--- src/hw/rtl/assert_macros.svh ---
// assertion macros shared by the evaluator rtl
// expects clk_i and rst_ni in the scope of the module that uses them
`ifndef ASSERT_MACROS_SVH
`define ASSERT_MACROS_SVH

// checked on every rising edge outside reset
`define IEE_ASSERT(label, prop, msg) \
  label: assert property (@(posedge clk_i) disable iff (!rst_ni) (prop)) else $error(msg);

// checked on every rising edge including reset
`define IEE_ASSERT_ALWAYS(label, prop, msg) \
  label: assert property (@(posedge clk_i) (prop)) else $error(msg);

`endif

--- src/hw/rtl/iee_pkg.sv ---
// types and constants of the infix expression evaluator
// used by every module of the block, no dependencies
`default_nettype none

package iee_pkg;

  localparam int Width     = 64;
  localparam int CntW      = $clog2(Width);
  localparam int MaxDigits = 19;
  localparam int DigitCntW = 5;

  localparam int QueueDepth = 4;
  localparam int QueuePtrW  = $clog2(QueueDepth);

  typedef struct packed {
    logic [7:0] char_code;
  } char_t;

  typedef struct packed {
    logic signed [Width-1:0] value;
    logic                    div_zero;
    logic                    too_long;
  } res_t;

  typedef enum logic [2:0] {
    TokDigit,
    TokAdd,
    TokSub,
    TokMul,
    TokDiv,
    TokEnd
  } tok_kind_e;

  typedef struct packed {
    tok_kind_e  kind;
    logic [3:0] digit;
  } tok_t;

  typedef enum logic [1:0] {
    MulNone = 2'd0,
    MulMul  = 2'd1,
    MulDiv  = 2'd2
  } mul_op_e;

  typedef enum logic [1:0] {
    BkIdle,
    BkWait,
    BkApply
  } back_state_e;

  typedef enum logic [1:0] {
    MdIdle,
    MdRun,
    MdDone
  } md_state_e;

  typedef struct packed {
    logic             start;
    logic             op_div;
    logic [Width-1:0] a;
    logic [Width-1:0] b;
  } md_req_t;

  typedef struct packed {
    logic             done;
    logic [Width-1:0] result;
    logic             div_zero;
  } md_rsp_t;

endpackage

`default_nettype wire

--- src/hw/rtl/iee_fifo.sv ---
// short token queue between front end and execution back end
// depends on iee_pkg and assert_macros.svh
`default_nettype none
`include "assert_macros.svh"

module iee_fifo (
  input  logic          clk_i,
  input  logic          rst_ni,
  input  logic          push_i,
  input  iee_pkg::tok_t tok_i,
  output logic          full_o,
  input  logic          pop_i,
  output iee_pkg::tok_t tok_o,
  output logic          empty_o
);
  import iee_pkg::*;

  tok_t                 mem_q [QueueDepth];
  logic [QueuePtrW-1:0] wr_ptr_q, wr_ptr_d;
  logic [QueuePtrW-1:0] rd_ptr_q, rd_ptr_d;
  logic [QueuePtrW:0]   count_q, count_d;

  assign full_o  = count_q == (QueuePtrW+1)'(QueueDepth);
  assign empty_o = count_q == '0;
  assign tok_o   = mem_q[rd_ptr_q];

  always_comb begin
    wr_ptr_d = push_i ? wr_ptr_q + 1'b1 : wr_ptr_q;
    rd_ptr_d = pop_i  ? rd_ptr_q + 1'b1 : rd_ptr_q;
    count_d  = count_q;
    if (push_i && !pop_i) begin
      count_d = count_q + 1'b1;
    end else if (pop_i && !push_i) begin
      count_d = count_q - 1'b1;
    end
  end

  always_ff @(posedge clk_i or negedge rst_ni) begin
    if (!rst_ni) begin
      wr_ptr_q <= '0;
      rd_ptr_q <= '0;
      count_q  <= '0;
    end else begin
      wr_ptr_q <= wr_ptr_d;
      rd_ptr_q <= rd_ptr_d;
      count_q  <= count_d;
    end
  end

  always_ff @(posedge clk_i) begin
    if (push_i) begin
      mem_q[wr_ptr_q] <= tok_i;
    end
  end

  `IEE_ASSERT(a_no_push_full, push_i |-> !full_o, "push into full queue")
  `IEE_ASSERT(a_no_pop_empty, pop_i |-> !empty_o, "pop from empty queue")
  `IEE_ASSERT(a_count_tracks, (push_i && !pop_i) |=> !empty_o, "count lost a push")

endmodule

`default_nettype wire

--- config.mk ---
export PLATFORM = sky130hd
export DESIGN_NAME = iee_fifo
export DESIGN_NICKNAME = d
export VERILOG_FILES = /design/src/hw/rtl/iee_pkg.sv /design/src/hw/rtl/iee_fifo.sv
export VERILOG_INCLUDE_DIRS = /design/src /design/src/hw/rtl
export SDC_FILE = /design/constraint.sdc
export NUM_CORES = 1
export LEC_CHECK = 0
export ABC_CLOCK_PERIOD_IN_PS = 2160
export BUFFER_PORTS_ARGS = -buffer_cell sky130_fd_sc_hd__buf_2
export CAP_MARGIN = 20
export CELL_PAD_IN_SITES_DETAIL_PLACEMENT = 0
export CELL_PAD_IN_SITES_GLOBAL_PLACEMENT = 1
export CORE_MARGIN = 3
export CORE_UTILIZATION = 50
export DETAILED_ROUTE_END_ITERATION = 10
export HOLD_SLACK_MARGIN = 0.08
export PLACE_DENSITY_LB_ADDON = 0.1
export SYNTH_ARGS = -nofsm -noshare
export SYNTH_HDL_FRONTEND = slang
export SYNTH_SLANG_ARGS = --single-unit
--- constraint.sdc ---
create_clock -name clk_i -period 2.16 [get_ports clk_i]
set_input_delay 0.216 -clock clk_i [delete_from_list [all_inputs] [get_ports clk_i]]
set_output_delay 0.216 -clock clk_i [all_outputs]
set_load 0.03 [all_outputs]
# Yosys cells after proc, flatten, opt, wreduce, memory -nomap -nowiden
# Memories as Yosys holds them, arrays and structs flattened.
# Index checks and enable logic that the tools add are counted.
word_totals:
  regBits: 7
  ram_bits: 28
  inputBits: 11
  n_memories: 1
memory_table:
  columns: ["memory", "words", "word_bits", "rd", "rd_ports_with_merged_regs", "write_ports", "line_no", "text"]
  rows:
  - ["mem_q", 4, 7, 1, 0, 1, "iee_fifo.sv:18", "tok_t mem_q [QueueDepth];"]
op_classes:
  addsub: 4
  eq_ne: 1
  n_mux: 4
  reduce_logical: 6
ops:
  columns: ["op", "count"]
  rows:
  - ["$mux 3", 2]
  - ["$add 2x1->2 const B", 2]
  - ["$add 3x1->3 const B", 1]
  - ["$eq 3x3->1 const B", 1]
  - ["$logic_not 3->1", 1]
  - ["$sub 3x1->3 const B", 1]
  - ["$logic_and 1x1->1", 2]
  - ["$logic_not 1->1", 2]
  - ["$mux 1", 2]
  - ["$reduce_bool 2->1", 1]

# Depth between registers and ports, before layout
logic_depth:
  word_depth: 4
  ltp_mapped: 7

# Worst setup path after synthesis
# Ideal clock, no wire load.
synth_path:
  kind: "reg-to-output"
  from: "reg count_q[0]"
  to: "out full_o"
  arrival_ps: 1178
  t_required_ps: 1944
  path_slack_ps: 766
  path_stages_with_launch: 2
  path_cell_list: "dfrtp_1 nor3b_1"
synth_via:
  elab_chain_cells: 1
synth_lines:
  columns: ["element", "line_no", "text"]
  rows:
  - ["from (decl)", "iee_fifo.sv:21", "logic [QueuePtrW:0] count_q, count_d;"]
  - ["from (signal assigned)", "iee_fifo.sv:46", "count_q <= count_d;"]
  - ["$eq 3x3->1", "iee_fifo.sv:23", "assign full_o = count_q == (QueuePtrW+1)'(QueueDepth);"]
  - ["to (decl)", "iee_fifo.sv:11", "output logic full_o,"]
# Every way passes these cells.

==> impl_metrics.csv <==
group,metric,value,unit
setup_path,end_kind,"output pin",
timing,setup_viol,0,
setup_path,slowest_stage,"dfrtp_1",
timing,tns,0,ps
logic_synthesis,async_flop_share,0.200,
floorplanning,design.die.area,0.00348,sq mm
setup_path,cp_top_family,"flip-flops",
pwr,vdd_ir_drop_max,910,uV
floorplanning,core,0.00257,sq mm
timing,clock_skew,3.88,ps
layout,nets,113,
placed_design,gp_congestion,0.649,
drt,detail-route-antenna-nets,0,
logic_synthesis,synth.distinct_cells,17,
setup_path,critPathBufInv,1,
global_route,grt_usage,0.143,
setup_path,cp_cell_sequence,"mux4_2, buf_2",
clock_tree,post_cts_buffers,0,
drt,drt-total-wl,1990,um
logic_synthesis,yosys_warnings,0,
drt,via_per_inst,5.20,
timing,maxSlewHeadroom,0.645,
timing,hold_viol,0,
setup_path,crit_path_start_kind,"flop",
layout,final_common_cell,"edfxtp_1",
clock_tree,clock_path_buffers,2,
worst_hold_path,holdCritPathClass,"in -> reg",
drt,drt_first_pass_iters,3,
logic_synthesis,ys.flop_type,"edfxtp_1",
timing,rsz0062_at_grt,"no",
clock_tree,h-tree-depth,2,
timing,tightestPinTransition,533,ps
setup_path,critPathKind,"reg -> out",
floorplanning,num_rows,18,
global_route,grt_max_degree,11,
layout,final_area,0.00159,sq mm
timing,final_max_slew_viol_count,0,
setup_path,critical_path_arrival,1780,ps
logic_synthesis,synth_edf_count,28,
drt,first_iter_violations,7,
setup_path,timing.rr.start,"count_q[0]",
flow_run,cap_viol_max_count,0,
clock_tree,clock-root-buffer,"clkbuf_4",
pwr,power_density,1320,mW/mm^2
worst_hold_path,min_from,"pop_i",
placed_design,numPortBuffers,19,
clock_tree,cts.reportedPaths.clkPinSlew,90,ps
placed_design,dpl_cell_area,0.00152,sq mm
logic_synthesis,syn_avg_cell_area,19.8,sq um
logic_synthesis,synth_nets,88,
clock_tree,cts_tree,"done",
drt,vias,660,
timing,fmax,501,MHz
setup_path,setup.worst_path.start,"rd_ptr_q[0]",
global_route,grt_pass1_vias,688,
logic_synthesis,yosys_register_bits,35,
status,status,"completed",
logic_synthesis,synth_area,0.00141,sq mm
setup_path,cp_max_fo,9,
drt,drc,0,
layout,area_delta_synth_final,13.2,%
pwr,p_leak,0.609,nW
clock_tree,cts_buffers,5,
layout,diodes,0,
drt,wl_per_cell,15.7,um
clock_tree,clk_latency,320,ps
layout,final_util,0.619,
floorplanning,die_y,59.0,um
setup_path,cpPeakStageDelay,690,ps
logic_synthesis,synthCells,71,
global_route,antenna_found_initial,0,
layout,final_layout_size_suffix_gt1_frac,0.340,
logic_synthesis,yosysSeqAreaShare,0.723,
timing,fin_crit,2000,ps
clock_tree,cts_sinks,35,
floorplanning,fp.dieW,59.0,um
global_route,grt_pass1_wl,3350,um
layout,final_cell_mix,"edfxtp_1, buf_2, mux4_2, dfrtp_1",
timing,finalCritPeriodShare,0.924,
floorplanning,ios,20,
floorplanning,initial_core_util,0.547,
setup_path,crit_required,1940,ps
global_route,overflow,0,
[report_power, final]
group	switching (mW)	total [mW]	internal, mW
Combinational	0.392	0.695	0.303
Sequential	0.152	1.06	0.906
Clock	0.191	0.347	0.156
[flip-flops by register name (all words and copies together) (netlist names)]
name / count
rd_ptr_q: 2
mem_q: 28
wr_ptr_q: 2
count_q: 3
[final timing paths]
path / endpoint / slack [ps] / cells past startpoint
max: tok_o[2] / 160 / 2
min: rd_ptr_q[0] / 100 / 2
max reg2reg: count_q[2] / 740 / 4
min reg2reg: count_q[2] / 500 / 1
max in group asynchronous: wr_ptr_q[1] / 1750 / 2
min in group asynchronous: rd_ptr_q[1] / 250 / 2
[layer usage]
layer	vias to the layer above	wire length, um	track usage
li1	316	-	-
met1	320	795	0.167
met2	18	1010	0.224
met3	6	121	0.0610
met4	0	57	0.0777
met5	-	0	0
[timing repair]
item,in CTS,in global routing
endpoints found under the hold margin,7,0
resized for setup,0,0
hold buffers,1,0
[logic make-up after synthesis]
logic type | synth area share
buf+inv | 0.0223
flops | 0.723
fa+ha+maj | 0.0588
xor+xnor | 0.0374
mux | 0.120
simple gates | 0.0347
compound gates | 0.00356
[through the flow]
stage / power [mW] / hold slack (ps) / std cells / setup slack [ps]
after floorplan: 1.62 / -79.6 / 71 / 766
after global placement: 1.77 / 55.0 / 118 / 532
after detailed placement: 1.78 / 63.9 / 118 / 495
after CTS: 2.13 / 83.4 / 127 / 118
after global routing: 2.25 / 81.3 / 127 / 38.9
final: 2.10 / 102 / 127 / 163
[Yosys cell counts (all sizes together) (2+ instances only)]
library cell	count	area, sq um
edfxtp	28	841
dfrtp	7	175
mux4	7	158
ha	5	62.6
and2	4	25.0
inv	4	15.0
xor2	4	35.0
buf	2	16.3
nand2	2	7.51
xnor2	2	17.5
[area by class of cell]
type | instances | area [sq um]
Sequential cell | 35 | 1020
Fill cell | 199 | 977
Multi-Input combinational cell | 30 | 358
Timing Repair Buffer | 20 | 105
Clock buffer | 7 | 55.1
Tap cell | 30 | 37.5
Inverter | 4 | 15.0
Clock inverter | 1 | 3.75
[worst reg2reg max path: stages (launching register included)]
cell	delay, ps
dfrtp_1	450
fa_1	450
xor2_1	170
nor2_1	120
xor2_1	160
Power figures use the tool's default switching activity.
