File: src/hw/rtl/assert_macros.svh
// assertion macros shared by the evaluator rtl
// expects clk_i and rst_ni in the scope of the module that uses them
`ifndef ASSERT_MACROS_SVH
`define ASSERT_MACROS_SVH

// checked on every rising edge outside reset
`define IEE_ASSERT(label, prop, msg) \
  label: assert property (@(posedge clk_i) disable iff (!rst_ni) (prop)) else $error(msg);

// checked on every rising edge including reset
`define IEE_ASSERT_ALWAYS(label, prop, msg) \
  label: assert property (@(posedge clk_i) (prop)) else $error(msg);

`endif

File: src/hw/rtl/iee_pkg.sv
// types and constants of the infix expression evaluator
// used by every module of the block, no dependencies
`default_nettype none

package iee_pkg;

  localparam int Width     = 64;
  localparam int CntW      = $clog2(Width);
  localparam int MaxDigits = 19;
  localparam int DigitCntW = 5;

  localparam int QueueDepth = 4;
  localparam int QueuePtrW  = $clog2(QueueDepth);

  typedef struct packed {
    logic [7:0] char_code;
  } char_t;

  typedef struct packed {
    logic signed [Width-1:0] value;
    logic                    div_zero;
    logic                    too_long;
  } res_t;

  typedef enum logic [2:0] {
    TokDigit,
    TokAdd,
    TokSub,
    TokMul,
    TokDiv,
    TokEnd
  } tok_kind_e;

  typedef struct packed {
    tok_kind_e  kind;
    logic [3:0] digit;
  } tok_t;

  typedef enum logic [1:0] {
    MulNone = 2'd0,
    MulMul  = 2'd1,
    MulDiv  = 2'd2
  } mul_op_e;

  typedef enum logic [1:0] {
    BkIdle,
    BkWait,
    BkApply
  } back_state_e;

  typedef enum logic [1:0] {
    MdIdle,
    MdRun,
    MdDone
  } md_state_e;

  typedef struct packed {
    logic             start;
    logic             op_div;
    logic [Width-1:0] a;
    logic [Width-1:0] b;
  } md_req_t;

  typedef struct packed {
    logic             done;
    logic [Width-1:0] result;
    logic             div_zero;
  } md_rsp_t;

endpackage

`default_nettype wire

File: src/hw/rtl/iee_stream_if.sv
// valid/ready stream channel with a typed payload
// no dependencies, the payload type is set where the channel is instantiated
`default_nettype none

interface iee_stream_if #(
  parameter type payload_t = logic
) ();
  logic     valid;
  logic     ready;
  payload_t data;

  modport source (output valid, output data, input ready);
  modport sink   (input valid, input data, output ready);
endinterface

`default_nettype wire

File: src/hw/rtl/iee_back.sv
// back end: executes tokens, keeps the accumulators, drives the result register
// depends on iee_pkg, iee_stream_if and assert_macros.svh
`default_nettype none
`include "assert_macros.svh"

module iee_back (
  input  logic             clk_i,
  input  logic             rst_ni,
  input  iee_pkg::tok_t    tok_i,
  input  logic             empty_i,
  output logic             pop_o,
  output iee_pkg::md_req_t md_req_o,
  input  iee_pkg::md_rsp_t md_rsp_i,
  iee_stream_if.source     out_o
);
  import iee_pkg::*;

  back_state_e          state_q, state_d;
  logic [Width-1:0]     sum_q, sum_d;
  logic [Width-1:0]     term_q, term_d;
  logic [Width-1:0]     operand_q, operand_d;
  logic                 pend_sub_q, pend_sub_d;
  mul_op_e              pend_mul_q, pend_mul_d;
  logic [DigitCntW-1:0] digit_cnt_q, digit_cnt_d;
  logic                 dz_q, dz_d;
  logic                 ovf_q, ovf_d;
  logic                 out_valid_q, out_valid_d;
  res_t                 out_data_q, out_data_d;

  logic             out_free;
  logic             mul_pending;
  logic [Width-1:0] term_sum;

  assign out_free    = !out_valid_q || out_o.ready;
  assign mul_pending = pend_mul_q == MulMul || pend_mul_q == MulDiv;
  assign term_sum    = pend_sub_q ? sum_q - term_q : sum_q + term_q;

  assign out_o.valid = out_valid_q;
  assign out_o.data  = out_data_q;

  // next state
  always_comb begin
    state_d = state_q;
    unique case (state_q)
      BkIdle: begin
        if (!empty_i && tok_i.kind != TokDigit) begin
          state_d = mul_pending ? BkWait : BkApply;
        end
      end
      BkWait: begin
        if (md_rsp_i.done) begin
          state_d = BkApply;
        end
      end
      BkApply: begin
        if (tok_i.kind != TokEnd || out_free) begin
          state_d = BkIdle;
        end
      end
      default: state_d = BkIdle;
    endcase
  end

  // datapath and outputs
  always_comb begin
    sum_d       = sum_q;
    term_d      = term_q;
    operand_d   = operand_q;
    pend_sub_d  = pend_sub_q;
    pend_mul_d  = pend_mul_q;
    digit_cnt_d = digit_cnt_q;
    dz_d        = dz_q;
    ovf_d       = ovf_q;
    out_valid_d = out_valid_q && !out_o.ready;
    out_data_d  = out_data_q;
    pop_o       = 1'b0;
    md_req_o.start  = 1'b0;
    md_req_o.op_div = pend_mul_q == MulDiv;
    md_req_o.a      = term_q;
    md_req_o.b      = operand_q;
    unique case (state_q)
      BkIdle: begin
        if (!empty_i) begin
          if (tok_i.kind == TokDigit) begin
            pop_o     = 1'b1;
            operand_d = (operand_q << 3) + (operand_q << 1) + Width'(tok_i.digit);
            if (digit_cnt_q < DigitCntW'(MaxDigits)) begin
              digit_cnt_d = digit_cnt_q + 1'b1;
            end else begin
              digit_cnt_d = DigitCntW'(MaxDigits + 1);
              ovf_d       = 1'b1;
            end
          end else if (mul_pending) begin
            md_req_o.start = 1'b1;
          end else begin
            term_d = operand_q;
          end
        end
      end
      BkWait: begin
        if (md_rsp_i.done) begin
          term_d = md_rsp_i.result;
          if (md_rsp_i.div_zero) begin
            dz_d = 1'b1;
          end
        end
      end
      BkApply: begin
        // the finished operand is folded by now
        operand_d   = '0;
        digit_cnt_d = '0;
        pend_mul_d  = MulNone;
        unique case (tok_i.kind)
          TokAdd, TokSub: begin
            pop_o      = 1'b1;
            sum_d      = term_sum;
            term_d     = '0;
            pend_sub_d = tok_i.kind == TokSub;
          end
          TokMul: begin
            pop_o      = 1'b1;
            pend_mul_d = MulMul;
          end
          TokDiv: begin
            pop_o      = 1'b1;
            pend_mul_d = MulDiv;
          end
          TokEnd: begin
            if (out_free) begin
              pop_o               = 1'b1;
              out_valid_d         = 1'b1;
              out_data_d.value    = term_sum;
              out_data_d.div_zero = dz_q;
              out_data_d.too_long = ovf_q;
              sum_d      = '0;
              term_d     = '0;
              pend_sub_d = 1'b0;
              dz_d       = 1'b0;
              ovf_d      = 1'b0;
            end else begin
              // hold the operand state until the result slot frees up
              operand_d   = operand_q;
              digit_cnt_d = digit_cnt_q;
              pend_mul_d  = pend_mul_q;
            end
          end
          default: ;
        endcase
      end
      default: ;
    endcase
  end

  always_ff @(posedge clk_i or negedge rst_ni) begin
    if (!rst_ni) begin
      state_q     <= BkIdle;
      sum_q       <= '0;
      term_q      <= '0;
      operand_q   <= '0;
      pend_sub_q  <= 1'b0;
      pend_mul_q  <= MulNone;
      digit_cnt_q <= '0;
      dz_q        <= 1'b0;
      ovf_q       <= 1'b0;
      out_valid_q <= 1'b0;
    end else begin
      state_q     <= state_d;
      sum_q       <= sum_d;
      term_q      <= term_d;
      operand_q   <= operand_d;
      pend_sub_q  <= pend_sub_d;
      pend_mul_q  <= pend_mul_d;
      digit_cnt_q <= digit_cnt_d;
      dz_q        <= dz_d;
      ovf_q       <= ovf_d;
      out_valid_q <= out_valid_d;
    end
  end

  always_ff @(posedge clk_i) begin
    out_data_q <= out_data_d;
  end

  `IEE_ASSERT(a_apply_has_tok, state_q == BkApply |-> !empty_i, "apply without a queued token")
  `IEE_ASSERT(a_done_in_wait, md_rsp_i.done |-> state_q == BkWait, "unit answered unasked")
  `IEE_ASSERT(a_cnt_bound, digit_cnt_q <= DigitCntW'(MaxDigits + 1), "digit count past its cap")

endmodule

`default_nettype wire

File: src/flat_wrapper.sv
// flat-port wrapper written by rule: the top's interface ports become plain ports
module iee_back_flat import iee_pkg::*;
  (clk_i, rst_ni, tok_i, empty_i, pop_o, md_req_o, md_rsp_i, out_o_valid, out_o_data, out_o_ready);
  iee_stream_if out_o_i ();
  input  logic clk_i;
  input  logic rst_ni;
  input  iee_pkg::tok_t tok_i;
  input  logic empty_i;
  output logic pop_o;
  output iee_pkg::md_req_t md_req_o;
  input  iee_pkg::md_rsp_t md_rsp_i;
  output wire logic [$bits(out_o_i.valid)-1:0] out_o_valid;
  output wire logic [$bits(out_o_i.data)-1:0] out_o_data;
  input wire logic [$bits(out_o_i.ready)-1:0] out_o_ready;
  assign out_o_valid = out_o_i.valid;
  assign out_o_data = out_o_i.data;
  assign out_o_i.ready = out_o_ready;
  iee_back u_core (.clk_i(clk_i), .rst_ni(rst_ni), .tok_i(tok_i), .empty_i(empty_i), .pop_o(pop_o), .md_req_o(md_req_o), .md_rsp_i(md_rsp_i), .out_o(out_o_i));
endmodule
File: config.mk
export PLATFORM = sky130hd
export DESIGN_NAME = iee_back_flat
export DESIGN_NICKNAME = d
export VERILOG_FILES = /design/src/hw/rtl/iee_pkg.sv /design/src/hw/rtl/iee_stream_if.sv /design/src/hw/rtl/iee_back.sv /design/src/flat_wrapper.sv
export VERILOG_INCLUDE_DIRS = /design/src /design/src/hw/rtl
export SDC_FILE = /design/constraint.sdc
export NUM_CORES = 1
export LEC_CHECK = 0
export ABC_AREA = 1
export ABC_CLOCK_PERIOD_IN_PS = 2550
export BUFFER_PORTS_ARGS = -buffer_cell sky130_fd_sc_hd__buf_2
export CAP_MARGIN = 0
export CORE_UTILIZATION = 48
export CTS_BUF_LIST = sky130_fd_sc_hd__clkbuf_8
export DETAILED_ROUTE_END_ITERATION = 8
export GPL_TIMING_DRIVEN = 0
export PLACE_DENSITY = 0.69
export SYNTH_ARGS = -nofsm -noshare
export SYNTH_HDL_FRONTEND = slang
export SYNTH_SLANG_ARGS = --single-unit
File: constraint.sdc
create_clock -name clk_i -period 2.55 [get_ports clk_i]
set_clock_uncertainty 0.1 [all_clocks]
set_input_delay 0 -clock clk_i [delete_from_list [all_inputs] [get_ports clk_i]]
set_output_delay 0 -clock clk_i [all_outputs]
set_load 0.02 [all_outputs]
Word level (Yosys, flattened, before mapping)
Index checks and enable logic that the tools add are counted.

operators by class
  add/subtract/negate cells = 3
  magnitude comparators = 1
  eq/ne operators = 23
  mux-type cells = 42
  reductions and logical operators = 21

operators with widths
  operator                                                          number
  64-bit 2-to-1 mux                                                 8
  64-bit case mux with 2 select lines                               2
  64-bit case mux with 3 select lines                               1
  64-bit by 4-bit adder with 64-bit output                          1
  64-bit adder                                                      1
  5-bit 2-to-1 mux                                                  5
  1-bit 2-to-1 mux                                                  15
  2-bit by 1-bit != test with 1-bit output (second input constant)  6
  2-bit case mux with 3 select lines                                2
  2-bit 2-to-1 mux                                                  5
  2-bit != test (second input constant)                             5
  5-bit case mux with 2 select lines                                1
  7-bit AND reduction                                               1
  3-bit by 2-bit == test with 1-bit output (second input constant)  2
  3-bit == test (second input constant)                             2
  3-bit by 2-bit != test with 1-bit output (second input constant)  2
  1-bit case mux with 2 select lines                                3
  3-bit AND reduction                                               2
  6-bit AND reduction                                               1
  3-bit nonzero test                                                2
  5-bit by 1-bit adder with 5-bit output (second input constant)    1
  5-bit < comparator (second input constant)                        1
  2-bit by 1-bit == test with 1-bit output (second input constant)  2
  2-bit == test (second input constant)                             2
  other kinds (12)                                                  17

storage, ports and cells
  bits in registers = 140
  input bits = 77
  output and inout port bits = 133
  logic and storage cells = 98

Longest topological paths before layout
Gate-level depths: netlist (run 1).

  word-level depth = 6
  mapped depth = 17
  gate-level depth less buffers = 17

Worst setup path after synthesis (run 1)
Ideal clock, no wire load.

  kind = reg2reg
  start = reg u_core.operand_q[0]
  end = reg u_core.operand_q[58]
  library setup time = 0.117 ns
  arrival time = 2.466 ns
  data required time = 2.333 ns
  path slack = -0.133 ns
  cell stages (with the launch flop) = 15
  buffers on the path = 0
  period minus slack after synthesis = 2.683 ns
  path through = dfrtp_1 > inv_1 > fa_1 > inv_1 > fa_1 > nand3_1 > nand3_1 > nand2_1 > nand2_1 > nand2_1 > nand3_1 > nand3_1 > nand3_1 > nand3_1 > nand2_1

on the way
  longest elaborated chain between the ends = 5

RTL lines
  what                                      RTL line         source
  from (decl)                               iee_back.sv:21   logic [Width-1:0] operand_q, operand_d;
  from (signal assigned)                    iee_back.sv:170  operand_q <= operand_d;
  64-bit adder                              iee_back.sv:86   operand_d = (operand_q << 3) + (operand_q << 1) + Width'(tok_i.digit);
  64-bit by 4-bit adder with 64-bit output  iee_back.sv:86
  64-bit 2-to-1 mux                         iee_back.sv:84   if (tok_i.kind == TokDigit) begin
  64-bit 2-to-1 mux                         iee_back.sv:83   if (!empty_i) begin
  64-bit case mux with 2 select lines       iee_back.sv:81   unique case (state_q)

No other way between the ends. The select of a mux whose other input is x is not followed.
A chain may end at the register's enable or synchronous reset.

Worst setup path in the final report (run 1)
  start = reg u_core.operand_q[0]
  end = reg u_core.operand_q[42]

Same word-level chain as after synthesis.

==> metrics.csv, run 1 <==
stage,metric,value,unit
detailed_routing,"wirelength, routed",46680,um
synth,cell count after synthesis,2074,
synth,dominant cell type by area after synthesis,dfrtp_1,
timing,setup ws final,-0.1447,ns
pwr,total power,15.16,mW
timing,Achievable Freq,371.1,MHz
cts,Max Root-Sink Buffers,2,
synth,post-synthesis async set-or-reset flop share,99.29,%
timing,worst slew pin tran,0.6307,ns
global_route,grt total ovfl,0,
synth,YS warnings,0,
place,Place WS,-0.5516,ns
min_path,hold crit path type,input port to flip-flop,
pwr,Psw,8.157,mW
die,core area,25980,um^2
cts,CTS Buf Count,17,
detailed_routing,Vias per Instance,5.338,
synth,Seq cells post-synth,140,
cts,register clock-pin slew on the reported worst setup and hold paths,0.10,ns
worst_setup_path,CP startpoint kind,flip-flop,
detailed_routing,DR vias,14740,
global_route,total track usage,33.47,%
timing,fin crit share,105.7,%
layout,layout net count,2618,
synth,synth top area cells,"dfrtp_1 27%, nand2_1 23%, ha_1 13%",
place,Placed Cells,2618,
pwr,Clock Power Share,12.4,%
place,DP Area,14200,um^2
timing,Setup TNS,-1.668,ns
pwr,Leak Pwr,9.670,nW
min_path,hold endpoint,u_core.term_q[13],
synth,syn nets,2281,
worst_setup_path,worst r2r path cells,15,
layout,Layout Cell Area excl Fill,16910,um^2
worst_setup_path,CP arrival,3.00,ns
cts,Clock Tree Root,clkbuf_8,
worst_setup_path,CP required,2.85,ns
synth,"Cell Area, Synth",12700,um^2
pwr,combinational power share,64.4,%
die,die height,164.7,um
place,GP Congestion,0.9596,
outcome,failing checks,negative setup slack,
layout,Layout Cells excl Fill,2761,
detailed_routing,Wirelength per Cell,16.91,um
layout,FILL cells,2361,
detailed_routing,Antenna Nets Post-Route,0,
cts,htree depth,4,
timing,Worst slew margin,57.51,%
worst_setup_path,flop2flop setup slack,-0.14,ns
die,die width,164.7,um
cts,clock sinks,140,
worst_setup_path,Reg-to-Reg End,u_core.operand_q[42],
pwr,Worst VDD drop,0.6436,mV
pwr,Net Sw Frac,53.82,%
timing,Slew Limit Fails,0,
die,IO Pins,210,
global_route,vias in the first global route,13190,
worst_setup_path,RR Startpoint,u_core.operand_q[0],
synth,"Seq/Total Area, Yosys",27.63,%
pwr,Sequential Power Share,23.2,%
die,Initial Util,48.87,%
layout,share of cells above drive strength 1,23.76,%
worst_setup_path,Worst setup EP type,flip-flop,
min_path,hold path depth,6,
cts,TritonCTS clock tree,built,
die,std cell rows,59,
pwr,pwr dens,896.5,nW/um^2
global_route,first-pass GRT wire length,68930,um
min_path,hold_sp,md_rsp_i[65],
synth,Netlist cell types,35,
pwr,Power Internal,7.000,mW
detailed_routing,DR DRC count,0,
synth,Syn Area/Cell,6.123,um^2
worst_setup_path,Setup CP Type,flip-flop to flip-flop,
place,Port Buffers,208,
die,die footprint,27110,um^2
detailed_routing,DRT Pass-1 Iters,6,
worst_setup_path,crit path max fanout,5,
place,HPWL Detailed,35010,um
layout,"commonest non-fill, non-tap cell in the layout",nand2_1,
timing,RSZ-0062 raised after global routing,yes,
timing,final setup vio count,31,
run,max-cap viol count,0,
global_route,initial antenna violation count,1,
outcome,status,"finished, violations left",
synth,Yosys top cell area share,27.39,%
layout,most frequent cells in the layout,"688 x nand2_1, 371 x inv_1, 228 x buf_2, 172 x nand3_1, 118 x dfrtp_1",
cts,Clock Latency Late Sink,0.49,ns
synth,Post-synth EDFFs,1,
timing,Hold Fails Final Rpt,0,
timing,fin crit period,2.695,ns
layout,Area Overhead vs Synth,33.15,%
synth,Most used DFF post-synth,dfrtp_1,
detailed_routing,drt first-iter violations,1608,
global_route,largest net degree at the start of global routing,97,
metrics by stage:
step / utilization (%) / hold WS [ns]
finish: 65.07 / 0.06796
global route: 65.05 / 0.07116
CTS: 61.26 / 0.03875
detailed placement: 54.66 / -0.1374
global placement: 54.53 / 0.1274
floorplan: - / -0.3956
cell usage after synthesis, types with 16 or more instances:
| cell | instances |
|---|---|
| a21oi_1 | 68 |
| dfrtp_1 | 139 |
| nor2_1 | 133 |
| buf_2 | 22 |
| o22ai_1 | 16 |
| inv_1 | 375 |
| clkbuf_1 | 21 |
| o21ai_1 | 28 |
| nand3_1 | 207 |
| nand2_1 | 771 |
| ha_1 | 128 |
| o21ai_0 | 93 |
worst max-delay path, stage by stage, from the launching register on:
cell and delay [ns]:
dfrtp_2 0.40, clkinvlp_4 0.11, fa_1 0.53, inv_2 0.05
fa_2 0.40, nand3_2 0.10, nand3_4 0.12, nand2_2 0.11
nand2_4 0.08, nand2_4 0.07, nand3_4 0.12, nand2_2 0.12
nand2_4 0.08, nand2_1 0.07, nand2_1 0.05, o21ai_1 0.11
state kept, by name, indices dropped and copies added, names as in the netlist:
signal and cells:
u_core.out_o.data 1, u_core.digit_cnt_q 5, u_core.state_q 2, u_core.operand_q 64, u_core.out_o.valid 1, u_core.pend_mul_q 2, u_core.term_q 64, u_core.ovf_q 1
routing by layer:
metal	global-route usage, %	vias up	wire length (um)
li1	-	7166	-
met1	47.88	6830	20870
met2	50.86	624	20430
met3	4.621	117	3728
met4	12.59	0	1653
met5	0	-	0
power groups by stage:
stage	clock network [mW]	logic, mW	registers, mW
after floorplan	0	4.81	4.06
after global placement	0	7.84	3.50
after detailed placement	0	7.99	3.52
after CTS	1.89	8.43	3.49
after global routing	1.98	10.6	3.60
final	1.88	9.75	3.52
cell families (layout without fill, tap and decap cells):
logic type      Yosys count  count (layout)  share of synthesized area, %
fa+ha+maj               130             130                         12.93
compound gates          218             218                         9.144
xor+xnor                 10              10                        0.6898
simple gates           1142            1142                         36.32
buf+inv                 434             784                         13.29
flops                   140             140                         27.63
other cells               0               2                             0
area by class of cell:
cell class              count  area [um^2]  area share (%)
flip-flops and latches    140         3535           20.91
multi-input cells        1500         8727           51.62
repair buffers            320         2151           12.72
inverters                 380         1431           8.466
clock inverters            15        147.6          0.8732
plain buffers              52        257.7           1.524
diodes                      2        5.005         0.02960
well taps                 335        419.2           2.479
clock buffers              17        234.0           1.384
worst max-delay path by stage:
| stage | end | slack (ns) | from | cells after the start |
|---|---|---|---|---|
| 2_1_floorplan | u_core.operand_q[58] | 0.04 | u_core.operand_q[0] | 14 |
| 3_3_place_gp | u_core.operand_q[2] | -0.95 | rst_ni | 1 |
| 3_5_place_dp | u_core.operand_q[40] | -0.55 | u_core.operand_q[0] | 14 |
| 4_1_cts | u_core.operand_q[42] | -0.07 | u_core.operand_q[0] | 15 |
| 5_1_grt | u_core.operand_q[63] | -0.25 | u_core.operand_q[40] | 13 |
| 6_report | u_core.operand_q[42] | -0.14 | u_core.operand_q[0] | 15 |
what timing repair did:
action	4_1_cts	5_1_grt
endpoints found under the hold margin	213	0
resized for setup	114	211
buffers inserted	13	19
setup endpoints to repair	54	91
hold buffers	79	0
pin swaps	28	25
No activity file was read; power rests on OpenSTA's default activity.
==> inputs of run 2 (changes only) <==
--- a/config.mk
+++ b/config.mk
@@ -14,7 +14,7 @@
 export CTS_BUF_LIST = sky130_fd_sc_hd__clkbuf_8
 export DETAILED_ROUTE_END_ITERATION = 8
 export GPL_TIMING_DRIVEN = 0
-export PLACE_DENSITY = 0.69
+export PLACE_DENSITY_LB_ADDON = 0.1
 export SYNTH_ARGS = -nofsm -noshare
 export SYNTH_HDL_FRONTEND = slang
 export SYNTH_SLANG_ARGS = --single-unit
==> run 2 against run 1 <==
Sequential cell count is the same. Clock power is essentially flat. Utilization grew 1.9 points. Sequential power grew 1%. Routed wire length grew 1.1%. Sequential share of layout area shrank 0.47 points. Final area grew 2.9%. Combinational power grew 6%. The run still ends with negative setup slack left.
==> metrics.csv, run 2 (synthesis results as in run 1) <==
stage,metric,value,unit
pwr,Clock Power Share,12.0,%
worst_setup_path,"most used cell, CP",nand2_1,
cts,Clock Tree Root,clkbuf_8,
run,max-cap viol count,0,
worst_setup_path,"slowest stage delay, CP",0.52,ns
timing,fin crit share,105.8,%
die,core area,25980,um^2
timing,Hold Fails Final Rpt,0,
pwr,Sequential Power Share,22.7,%
pwr,Power Internal,7.358,mW
timing,setup ws final,-0.1490,ns
timing,RSZ-0062 raised after global routing,yes,
cts,CTS Buf Count,17,
pwr,combinational power share,65.4,%
worst_setup_path,cells along the critical path,inv_4 -> fa_1 -> inv_2 -> ha_1 -> nand2_1 -> nor2_2 -> nand2_1 -> nand3_2 -> buf_4 -> nand2_1 -> nand3_4 -> nand2_1 -> nand2_1 -> nand2_1 -> nand2_1 -> o21ai_1,
layout,Largest regs,"u_core.operand_q x64, u_core.term_q x64, u_core.digit_cnt_q x5",
detailed_routing,Wirelength per Cell,17.02,um
layout,Final Core Density,66.96,%
place,HPWL Detailed,35600,um
die,IO Pins,210,
worst_setup_path,CP startpoint kind,flip-flop,
die,die height,164.7,um
pwr,Leak Pwr,9.724,nW
die,die footprint,27110,um^2
pwr,Worst VDD drop,0.5688,mV
timing,Setup TNS,-1.618,ns
place,Port Buffers,208,
timing,worst hold slack,0.05462,ns
pwr,Net Sw Frac,53.10,%
min_path,hold crit path type,input port to flip-flop,
cts,htree depth,4,
timing,final setup vio count,28,
pwr,Psw,8.331,mW
global_route,grt total ovfl,0,
layout,Layout Cell Area excl Fill,17400,um^2
timing,Worst slew margin,58.02,%
die,die width,164.7,um
worst_setup_path,Setup CP Type,flip-flop to flip-flop,
layout,diode count,0,
cts,clock sinks,140,
layout,share of cells above drive strength 1,27.04,%
detailed_routing,Antenna Nets Post-Route,0,
cts,Max Root-Sink Buffers,2,
global_route,first-pass GRT wire length,69260,um
global_route,total track usage,33.52,%
place,DP Area,14200,um^2
worst_setup_path,crit path max fanout,4,
worst_setup_path,CP arrival,2.96,ns
die,std cell rows,59,
place,GP Congestion,0.9597,
worst_setup_path,Worst setup EP type,flip-flop,
timing,Slew Limit Fails,0,
worst_setup_path,CP bufs+invs,3,
detailed_routing,DR DRC count,0,
worst_setup_path,flop2flop setup slack,-0.15,ns
cts,TritonCTS clock tree,built,
worst_setup_path,CP required,2.82,ns
pwr,pwr dens,901.7,nW/um^2
global_route,largest net degree at the start of global routing,89,
layout,most frequent cells in the layout,"677 x nand2_1, 370 x inv_1, 227 x buf_2, 171 x nand3_1, 101 x dfrtp_1",
worst_setup_path,Worst path slowest cell,fa_1,
worst_setup_path,crit-path leading delay family,simple AND/OR/NAND/NOR gates,
timing,fin crit period,2.699,ns
global_route,vias in the first global route,13130,
outcome,status,"finished, violations left",
timing,Achievable Freq,370.5,MHz
layout,Layout Cells excl Fill,2772,
global_route,initial antenna violation count,0,
detailed_routing,DR vias,14710,
detailed_routing,DRT Pass-1 Iters,5,
outcome,failing checks,negative setup slack,
timing,worst slew pin tran,0.6297,ns
detailed_routing,"wirelength, routed",47170,um
detailed_routing,Vias per Instance,5.306,
place,Place WS,-0.5379,ns
die,Initial Util,48.87,%
layout,layout net count,2631,
detailed_routing,drt first-iter violations,1336,
cts,Clock Latency Late Sink,0.48,ns
cts,register clock-pin slew on the reported worst setup and hold paths,0.11,ns
pwr,total power,15.69,mW
layout,Area Overhead vs Synth,37.02,%
layout,"commonest non-fill, non-tap cell in the layout",nand2_1,
place,Placed Cells,2618,
-- run 2: cell types whose count changed in the layout (fill, tap and decap cells not counted), sizes merged --
| cell | change |
|---|---|
| buf | +13 |
| diode | -2 |
| clkbuf | +1 |
| clkinvlp | -1 |
| dlygate4sd3 | -1 |
| inv | +1 |
-- run 2: power groups by stage --
stage | Combinational (mW) | Clock [mW] | Sequential [mW]
2_1_floorplan | 4.81 | 0 | 4.06
3_3_place_gp | 7.89 | 0 | 3.50
3_5_place_dp | 8.01 | 0 | 3.52
4_1_cts | 8.47 | 1.87 | 3.48
5_1_grt | 11.1 | 1.96 | 3.63
6_report | 10.3 | 1.88 | 3.56
-- run 2: layout make-up --
| cell class | instances | area, um^2 |
|---|---|---|
| fill | 2336 | 8586 |
| tap | 335 | 419.2 |
| clock inverter | 15 | 150.1 |
| multi-input combinational | 1500 | 9104 |
| buffer | 52 | 260.3 |
| timing repair buffer | 333 | 2246 |
| inverter | 380 | 1430 |
| clock buffer | 17 | 234.0 |
| sequential | 140 | 3556 |
-- run 2: final timing paths --
kind | cells past startpoint | to | startpoint
min | 6 | u_core.term_q[13] | md_rsp_i[65]
max | 16 | u_core.operand_q[39] | u_core.operand_q[2]
min in group asynchronous | 4 | u_core.term_q[2] | rst_ni
min reg2reg | 2 | u_core.term_q[45] | u_core.term_q[45]
max in group asynchronous | 4 | u_core.operand_q[47] | rst_ni
max reg2reg | 16 | u_core.operand_q[39] | u_core.operand_q[2]
-- run 2: what timing repair did --
action                                  in CTS  in global routing
hold buffers                                78                  0
pin swaps                                   16                 51
setup buffers                                9                 37
gates resized for setup                    108                300
hold endpoints to repair                   213                  0
endpoints found under the setup margin      50                 51
-- run 2: tightest hold or removal path: stages --
cell,delay [ns]
buf_2,0.10
inv_1,0.07
a221oi_2,0.08
buf_2,0.21
nand3_1,0.11
nand2_1,0.05
-- run 2: layer usage --
layer / track usage [%] / share of wire (%)
met1: 49.44 / 46
met2: 50.36 / 43
met3: 3.842 / 8.1
met4: 11.30 / 2.8
met5: 0 / 0
